<file path="config.mk">
export PLATFORM = sky130hd
export DESIGN_NAME = lru_key_value_cache_flat
export DESIGN_NICKNAME = d
export VERILOG_FILES = /design/src/rtl/lkv_pkg.sv /design/src/rtl/lkv_req_if.sv /design/src/rtl/lkv_rsp_if.sv /design/src/rtl/lkv_cell.sv /design/src/rtl/lru_key_value_cache.sv /design/src/flat_wrapper.sv
export SDC_FILE = /design/constraint.sdc
export NUM_CORES = 1
export LEC_CHECK = 0
export BUFFER_PORTS_ARGS = -buffer_cell sky130_fd_sc_hd__buf_4
export CORE_ASPECT_RATIO = 1.75
export CORE_MARGIN = 1
export CORE_UTILIZATION = 40
export DETAILED_ROUTE_END_ITERATION = 12
export GPL_ROUTABILITY_DRIVEN = 0
export GPL_TIMING_DRIVEN = 0
export SYNTH_ARGS = -nofsm -noshare
export SYNTH_HDL_FRONTEND = slang
export SYNTH_HIERARCHICAL = 1
export SYNTH_SLANG_ARGS = --single-unit
</file>
<file path="constraint.sdc">
create_clock -name clk_i -period 11.5 [get_ports clk_i]
set_input_delay 1.15 -clock clk_i [delete_from_list [all_inputs] [get_ports clk_i]]
set_output_delay 1.15 -clock clk_i [all_outputs]
set_load 0.005 [all_outputs]
</file>
<file path="src/rtl/lkv_pkg.sv">
// ----------------------------------------------------------------------------
// lkv_pkg
// Shared constants and types for the LRU key-value cache.
// ----------------------------------------------------------------------------
package lkv_pkg;

  localparam int ENTRIES = 16;
  localparam int KEY_W   = 32;
  localparam int VAL_W   = 32;
  localparam int CAP_W   = 5;
  localparam int IDX_W   = (ENTRIES > 1) ? $clog2(ENTRIES) : 1;
  localparam int CNT_W   = $clog2(ENTRIES + 1);
  localparam int CMP_W   = (CAP_W > CNT_W) ? CAP_W : CNT_W;
  localparam int CAP_RST = (ENTRIES < 16) ? ENTRIES : 16;

  localparam logic OP_GET = 1'b0;
  localparam logic OP_PUT = 1'b1;

  typedef enum logic {
    ST_IDLE,
    ST_UPDATE
  } state_e;

  typedef struct packed {
    logic                    valid;
    logic [KEY_W-1:0]        key;
    logic signed [VAL_W-1:0] value;
  } entry_t;

  typedef struct packed {
    logic clear;
    logic cmp;
    logic load;
  } cell_ctrl_t;

endpackage

</file>
<file path="src/rtl/lkv_req_if.sv">
// ----------------------------------------------------------------------------
// lkv_req_if
// Request channel: get or put with key and value.
// ----------------------------------------------------------------------------
interface lkv_req_if;
  logic                                     valid;
  logic                                     ready;
  logic                                     operation;
  logic [lkv_pkg::KEY_W-1:0]                key;
  logic signed [lkv_pkg::VAL_W-1:0]         value;

  modport source (output valid, output operation, output key, output value, input ready);
  modport sink   (input valid, input operation, input key, input value, output ready);
endinterface

</file>
<file path="src/rtl/lkv_rsp_if.sv">
// ----------------------------------------------------------------------------
// lkv_rsp_if
// Response channel: found flag and read value.
// ----------------------------------------------------------------------------
interface lkv_rsp_if;
  logic                             valid;
  logic                             ready;
  logic                             found;
  logic signed [lkv_pkg::VAL_W-1:0] read_value;

  modport source (output valid, output found, output read_value, input ready);
  modport sink   (input valid, input found, input read_value, output ready);
endinterface

</file>
<file path="src/rtl/lkv_cell.sv">
// ----------------------------------------------------------------------------
// lkv_cell
// One position of the recency-ordered entry chain with its key comparator.
// ----------------------------------------------------------------------------
module lkv_cell (
  input  logic                         clk_i,
  input  logic                         rst_ni,
  input  lkv_pkg::cell_ctrl_t          ctrl_i,
  input  logic [lkv_pkg::KEY_W-1:0]    key_i,
  input  lkv_pkg::entry_t              entry_i,
  output lkv_pkg::entry_t              entry_o,
  output logic                         hit_o
);
  import lkv_pkg::*;

  logic             valid_q;
  logic [KEY_W-1:0] key_q;
  logic signed [VAL_W-1:0] value_q;
  logic             hit_q;

  always_ff @(posedge clk_i or negedge rst_ni) begin
    if (!rst_ni) begin
      valid_q <= 1'b0;
      hit_q   <= 1'b0;
    end else begin
      if (ctrl_i.clear) begin
        valid_q <= 1'b0;
      end else if (ctrl_i.load) begin
        valid_q <= entry_i.valid;
      end
      if (ctrl_i.cmp) begin
        hit_q <= valid_q && (key_q == key_i);
      end
    end
  end

  always_ff @(posedge clk_i) begin
    if (ctrl_i.load) begin
      key_q   <= entry_i.key;
      value_q <= entry_i.value;
    end
  end

  assign entry_o = '{valid: valid_q, key: key_q, value: value_q};
  assign hit_o   = hit_q;

endmodule

</file>
<file path="src/rtl/lru_key_value_cache.sv">
// ----------------------------------------------------------------------------
// lru_key_value_cache
// Fully associative key-value cache with least-recently-used replacement.
// ----------------------------------------------------------------------------
// Entries sit in a chain of cells ordered by recency, cell 0 most recent.
// A request is compared against every cell at the edge it is accepted; in the
// update state that follows, a hit or a put shifts the chain one place up to
// the hit, eviction or free position and the request's entry lands in cell 0,
// and the response is registered. A new request is not accepted until the
// update of the last one is done; a stalled response register holds the
// update until it is free. A capacity write empties the store.
module lru_key_value_cache (
  input  logic                        clk_i,
  input  logic                        rst_ni,
  input  logic                        cfg_we_i,
  input  logic [lkv_pkg::CAP_W-1:0]   cfg_wdata_i,
  lkv_req_if.sink                     req_i,
  lkv_rsp_if.source                   rsp_o
);
  import lkv_pkg::*;

  state_e state_q, state_d;
  logic [CNT_W-1:0] occ_q, occ_d;
  logic [CNT_W-1:0] cap_q;
  logic             op_q;
  logic [KEY_W-1:0] key_q;
  logic signed [VAL_W-1:0] value_q;
  logic             rsp_valid_q, rsp_valid_d;
  logic             found_q;
  logic signed [VAL_W-1:0] read_value_q;

  cell_ctrl_t ctrl [ENTRIES];
  entry_t     cell_out [ENTRIES];
  entry_t     cell_in [ENTRIES];
  logic [ENTRIES-1:0] hit;

  logic             accept, do_upd, hit_any, full, change;
  logic [IDX_W-1:0] hit_pos, top_pos;
  logic [CNT_W-1:0] occ_m1;
  logic signed [VAL_W-1:0] hit_val;
  entry_t           head;

  function automatic logic [CNT_W-1:0] clamp_cap(logic [CAP_W-1:0] v);
    logic [CMP_W-1:0] w;
    w = CMP_W'(v);
    if (w == '0) begin
      return CNT_W'(1);
    end else if (w > CMP_W'(ENTRIES)) begin
      return CNT_W'(ENTRIES);
    end
    return CNT_W'(w);
  endfunction

  assign accept = req_i.valid && req_i.ready;

  always_comb begin
    hit_pos = '0;
    hit_val = '0;
    for (int i = 0; i < ENTRIES; i++) begin
      if (hit[i]) begin
        hit_pos = hit_pos | IDX_W'(i);
        hit_val = hit_val | cell_out[i].value;
      end
    end
  end

  assign hit_any = |hit;
  assign full    = occ_q >= cap_q;
  assign occ_m1  = occ_q - CNT_W'(1);
  assign top_pos = hit_any ? hit_pos : (full ? occ_m1[IDX_W-1:0] : occ_q[IDX_W-1:0]);
  assign change  = hit_any || (op_q == OP_PUT);
  assign head    = '{valid: 1'b1, key: key_q,
                     value: (op_q == OP_PUT) ? value_q : hit_val};

  always_comb begin
    state_d     = state_q;
    req_i.ready = 1'b0;
    do_upd      = 1'b0;
    unique case (state_q)
      ST_IDLE: begin
        req_i.ready = 1'b1;
        if (req_i.valid) begin
          state_d = ST_UPDATE;
        end
      end
      ST_UPDATE: begin
        if (!rsp_valid_q || rsp_o.ready) begin
          do_upd  = 1'b1;
          state_d = ST_IDLE;
        end
      end
      default: state_d = ST_IDLE;
    endcase
  end

  always_comb begin
    occ_d = occ_q;
    if (cfg_we_i) begin
      occ_d = '0;
    end else if (do_upd && (op_q == OP_PUT) && !hit_any && !full) begin
      occ_d = occ_q + CNT_W'(1);
    end
    rsp_valid_d = rsp_valid_q;
    if (do_upd) begin
      rsp_valid_d = 1'b1;
    end else if (rsp_o.ready) begin
      rsp_valid_d = 1'b0;
    end
  end

  for (genvar i = 0; i < ENTRIES; i++) begin : g_cell
    if (i == 0) begin : g_head
      assign cell_in[i] = head;
    end else begin : g_body
      assign cell_in[i] = cell_out[i-1];
    end
    assign ctrl[i] = '{clear: cfg_we_i, cmp: accept,
                       load: do_upd && change && (IDX_W'(i) <= top_pos)};

    lkv_cell u_cell (
      .clk_i   (clk_i),
      .rst_ni  (rst_ni),
      .ctrl_i  (ctrl[i]),
      .key_i   (req_i.key),
      .entry_i (cell_in[i]),
      .entry_o (cell_out[i]),
      .hit_o   (hit[i])
    );
  end

  always_ff @(posedge clk_i or negedge rst_ni) begin
    if (!rst_ni) begin
      state_q     <= ST_IDLE;
      occ_q       <= '0;
      cap_q       <= CNT_W'(CAP_RST);
      rsp_valid_q <= 1'b0;
    end else begin
      state_q     <= state_d;
      occ_q       <= occ_d;
      rsp_valid_q <= rsp_valid_d;
      if (cfg_we_i) begin
        cap_q <= clamp_cap(cfg_wdata_i);
      end
    end
  end

  always_ff @(posedge clk_i) begin
    if (accept) begin
      op_q    <= req_i.operation;
      key_q   <= req_i.key;
      value_q <= req_i.value;
    end
    if (do_upd) begin
      found_q      <= hit_any;
      read_value_q <= (hit_any && (op_q == OP_GET)) ? hit_val : '0;
    end
  end

  assign rsp_o.valid      = rsp_valid_q;
  assign rsp_o.found      = found_q;
  assign rsp_o.read_value = read_value_q;

endmodule

</file>
<file path="src/flat_wrapper.sv">
// flat-port wrapper written by rule: the top's interface ports become plain ports
module lru_key_value_cache_flat import lkv_pkg::*;
  (clk_i, rst_ni, cfg_we_i, cfg_wdata_i, req_i_valid, req_i_operation, req_i_key, req_i_value, req_i_ready, rsp_o_valid, rsp_o_found, rsp_o_read_value, rsp_o_ready);
  lkv_req_if req_i_i ();
  lkv_rsp_if rsp_o_i ();
  input  logic clk_i;
  input  logic rst_ni;
  input  logic cfg_we_i;
  input  logic [lkv_pkg::CAP_W-1:0] cfg_wdata_i;
  input wire logic [$bits(req_i_i.valid)-1:0] req_i_valid;
  input wire logic [$bits(req_i_i.operation)-1:0] req_i_operation;
  input wire logic [$bits(req_i_i.key)-1:0] req_i_key;
  input wire logic [$bits(req_i_i.value)-1:0] req_i_value;
  output wire logic [$bits(req_i_i.ready)-1:0] req_i_ready;
  output wire logic [$bits(rsp_o_i.valid)-1:0] rsp_o_valid;
  output wire logic [$bits(rsp_o_i.found)-1:0] rsp_o_found;
  output wire logic [$bits(rsp_o_i.read_value)-1:0] rsp_o_read_value;
  input wire logic [$bits(rsp_o_i.ready)-1:0] rsp_o_ready;
  assign req_i_i.valid = req_i_valid;
  assign req_i_i.operation = req_i_operation;
  assign req_i_i.key = req_i_key;
  assign req_i_i.value = req_i_value;
  assign req_i_ready = req_i_i.ready;
  assign rsp_o_valid = rsp_o_i.valid;
  assign rsp_o_found = rsp_o_i.found;
  assign rsp_o_read_value = rsp_o_i.read_value;
  assign rsp_o_i.ready = rsp_o_ready;
  lru_key_value_cache u_core (.clk_i(clk_i), .rst_ni(rst_ni), .cfg_we_i(cfg_we_i), .cfg_wdata_i(cfg_wdata_i), .req_i(req_i_i), .rsp_o(rsp_o_i));
endmodule
</file>
==> tab_implementation.tex <==
\begin{tabular}{lr}
\hline
Metric & Value \\
\hline
\multicolumn{2}{l}{\textbf{STA}} \\
\quad Final Max Slew Viols & 0 \\
\quad Share of the cycle needed by the critical path after routing & 0.426 \\
\quad Final-layout worst hold slack & 419 ps \\
\quad Unrepaired setup endpoints after global routing & false \\
\quad Final-report setup violation count & 0 \\
\quad Maximum clock frequency & 204 MHz \\
\quad Minimum clock period after layout & 4900 ps \\
\quad Relative slew slack & 0.0726 \\
\quad Worst-margin pin slew & 1390 ps \\
\quad Final setup skew & 38.8 ps \\
\quad Number of hold violations in the final report & 0 \\
\multicolumn{2}{l}{\textbf{Synthesis}} \\
\quad Number of standard cells after synthesis & 2569 \\
\quad Net count after synthesis & 2652 \\
\quad Total standard cell area after synthesis & 45100 sq um \\
\quad Yosys synthesis warning count & 6 \\
\quad Synthesized area per cell & 17.6 sq um \\
\multicolumn{2}{l}{\textbf{Critical path}} \\
\quad Largest stage delay on the critical path & 780 ps \\
\quad Gate family responsible for the most delay along the worst path & buffers and inverters \\
\quad Critical setup path kind & flop to flop \\
\quad Worst Setup Start Kind & flop \\
\quad Reg-to-reg setup timing slack & 6600 ps \\
\quad Max stage delay cell, worst path & o21ai\_2 \\
\quad Arrival time reported for the critical path endpoint & 5350 ps \\
\quad Beginning of the critical path & u\_core/g\_cell[3].u\_cell/hit\_o \\
\quad Reg-to-Reg Start & u\_core/g\_cell[3].u\_cell/hit\_o \\
\quad Critical path depth & 11 \\
\quad Crit path to & u\_core/g\_cell[4].u\_cell/value\_q[27] \\
\quad Reg2Reg Capture Point & u\_core/g\_cell[4].u\_cell/value\_q[27] \\
\quad Type of element capturing the critical path & flop \\
\quad Combined buffer and inverter count along the critical path & 6 \\
\quad Critical path required time & 11960 ps \\
\quad Number of cells traversed by the worst register-to-register path & 11 \\
\quad Maximum fanout encountered on the critical timing path & 35 \\
\quad Critical path cell sequence & clkbuf\_1 > nor4\_2 > and4\_4 > inv\_2 > o21ai\_2 > inv\_4 > o21ai\_1 > buf\_2 > o21ai\_4 > buf\_12 > buf\_16 \\
\multicolumn{2}{l}{\textbf{Power and ir drop}} \\
\quad Leak & 17.2 nW \\
\quad Cell area power density & 181 nW/um\^{}2 \\
\quad Worst vdd ir & 0.129 mV \\
\multicolumn{2}{l}{\textbf{Floorplanning}} \\
\quad Die width & 256 um \\
\quad Die height & 446 um \\
\quad Die area & 114000 sq um \\
\quad Core region area & 112000 sq um \\
\quad Initial standard-cell utilization of the core & 0.404 \\
\quad Count of pins on the block boundary & 110 \\
\quad Row count & 162 \\
\multicolumn{2}{l}{\textbf{Final layout}} \\
\quad Fraction of layout instances using a drive strength above 1 & 0.133 \\
\quad Total number of nets in the final design & 2936 \\
\quad Filler Cell Count & 9435 \\
\quad Area growth from synthesis to final layout & 16.4\% \\
\quad Number of inserted diodes & 0 \\
\quad Final non-filler cell total & 4412 \\
\quad Final cell utilization of the core & 0.470 \\
\multicolumn{2}{l}{\textbf{Global route}} \\
\quad Tot GR Track Use & 0.203 \\
\quad Antenna violations before repair & 0 \\
\quad Vias in the first global route & 26300 \\
\quad Wire length of the first global-routing pass & 170000 um \\
\quad Pin count of the biggest net entering global routing & 45 \\
\quad Remaining global-route overflow & 0 \\
\multicolumn{2}{l}{\textbf{Clock tree}} \\
\quad Setup Buffers After CTS & 0 \\
\quad Clock slew at reported path FFs & 70 ps \\
\quad Post-CTS Hold Fix Bufs & 0 \\
\quad Clock insertion delay at the later pin of the skew report & 730 ps \\
\quad Longest Clk Path Bufs & 3 \\
\quad TritonCTS clock tree & done \\
\quad Root buf cell & clkbuf\_16 \\
\quad PostCTS Resize Cnt & 0 \\
\quad Number of CTS-inserted buffers & 105 \\
\quad Clock sink count & 1166 \\
\quad H-tree depth & 3 \\
\multicolumn{2}{l}{\textbf{Placed design}} \\
\quad Detailed placement HPWL & 80900 um \\
\quad IO buf count & 109 \\
\quad Number of cells after detailed placement & 4222 \\
\multicolumn{2}{l}{\textbf{Route}} \\
\quad Number of DRC violations after detailed-routing iteration 0 & 2028 \\
\quad Total wire length & 116000 um \\
\quad Remaining antenna violation count & 0 \\
\quad Detailed-routing iteration count for the pre-antenna-repair pass & 5 \\
\quad Vias & 24600 \\
\quad Residual DRC count & 0 \\
\quad Vias per cell & 5.58 \\
\quad Wire length per cell & 26.3 um \\
\multicolumn{2}{l}{\textbf{Job}} \\
\quad Max capacitance violation total & 0 \\
\multicolumn{2}{l}{\textbf{Worst hold path}} \\
\quad Class of the worst hold path & flop to flop \\
\quad Min-Delay Path Depth & 0 \\
\multicolumn{2}{l}{\textbf{Outcome}} \\
\quad Status & finished clean \\
\hline
\end{tabular}
==> flip-flops by register name, indices dropped and copies added (netlist names), 5 cells and up <==
signal / flops
u_core/occ_q: 5
u_core/cap_q: 5
u_core/g_cell.u_cell/key_q: 512
u_core/g_cell.u_cell/valid_q: 16
u_core/value_q: 32
u_core/rsp_o.read_value: 32
u_core/g_cell.u_cell/hit_o: 16
u_core/g_cell.u_cell/value_q: 512
u_core/key_q: 32
==> where the power goes <==
group / internal (mW) / switching (mW) / leakage, nW
clock: 1.83 / 1.58 / 1.59
sequential: 5.10 / 0.171 / 10.8
combinational: 0.303 / 0.546 / 4.85
total: 7.23 / 2.30 / 17.2
==> worst min path at each step <==
stage	from	end
after floorplan	u_core/key_q[0]	u_core/g_cell[0].u_cell/key_q[0]
after global placement	u_core/key_q[1]	u_core/g_cell[0].u_cell/key_q[1]
after detailed placement	u_core/key_q[28]	u_core/g_cell[0].u_cell/key_q[28]
after CTS	rst_ni	u_core/state_q
after global routing	u_core/key_q[4]	u_core/g_cell[0].u_cell/key_q[4]
final	u_core/key_q[15]	u_core/g_cell[0].u_cell/key_q[15]
==> worst reg2reg max path, cell delays in order, from the launching register on <==
cell	delay (ps)
dfrtp_1	380
clkbuf_1	460
nor4_2	420
and4_4	360
inv_2	110
o21ai_2	780
inv_4	450
o21ai_1	330
buf_2	500
o21ai_4	360
buf_12	290
buf_16	210
==> final cells by class <==
type | count | area [sq um] | area share
well taps | 1476 | 1850 | 0.0352
plain buffers | 89 | 429 | 0.00817
flip-flops and latches | 1166 | 34800 | 0.663
clock inverters | 65 | 556 | 0.0106
clock buffers | 125 | 2720 | 0.0518
inverters | 60 | 230 | 0.00438
repair buffers | 177 | 2080 | 0.0397
multi-input cells | 1254 | 9850 | 0.188
==> metrics by stage <==
| stage | worst slack (ps) | total power, mW | setup TNS, ps | instance area (sq um) |
|---|---|---|---|---|
| after floorplan | 1640 | 5.72 | 0 | 45100 |
| after global placement | -5920 | 6.15 | -2057260 | 47800 |
| after detailed placement | 6620 | 6.21 | 0 | 49200 |
| after CTS | 6700 | 9.63 | 0 | 52500 |
| after global routing | 6540 | 9.84 | 0 | 52500 |
| final | 6600 | 9.53 | 0 | 52500 |
==> cells in the final DEF (no fill, tap or decap), types with 43 or more instances in the layout <==
master     count
dfrtp_1       43
xnor2_1      193
a22o_1        64
nor2_1        90
a22oi_1      128
buf_4        133
clkbuf_1      66
inv_1         57
nor4_1        86
nand3_1       89
clkbuf_16    105
nand4_1       65
a221oi_1      64
xor2_1       323
mux2i_1       51
edfxtp_1    1122
==> layer usage <==
layer	vias up	global-route usage	routed length, um	part of all wire
met2	1221	0.381	62800	0.54
met4	0	0.113	6890	0.059
met1	12500	0.212	38200	0.33
met5	-	0	0	0
li1	10500	-	-	-
met3	331	0.0337	7930	0.068
(Power assumes the default switching activity.)
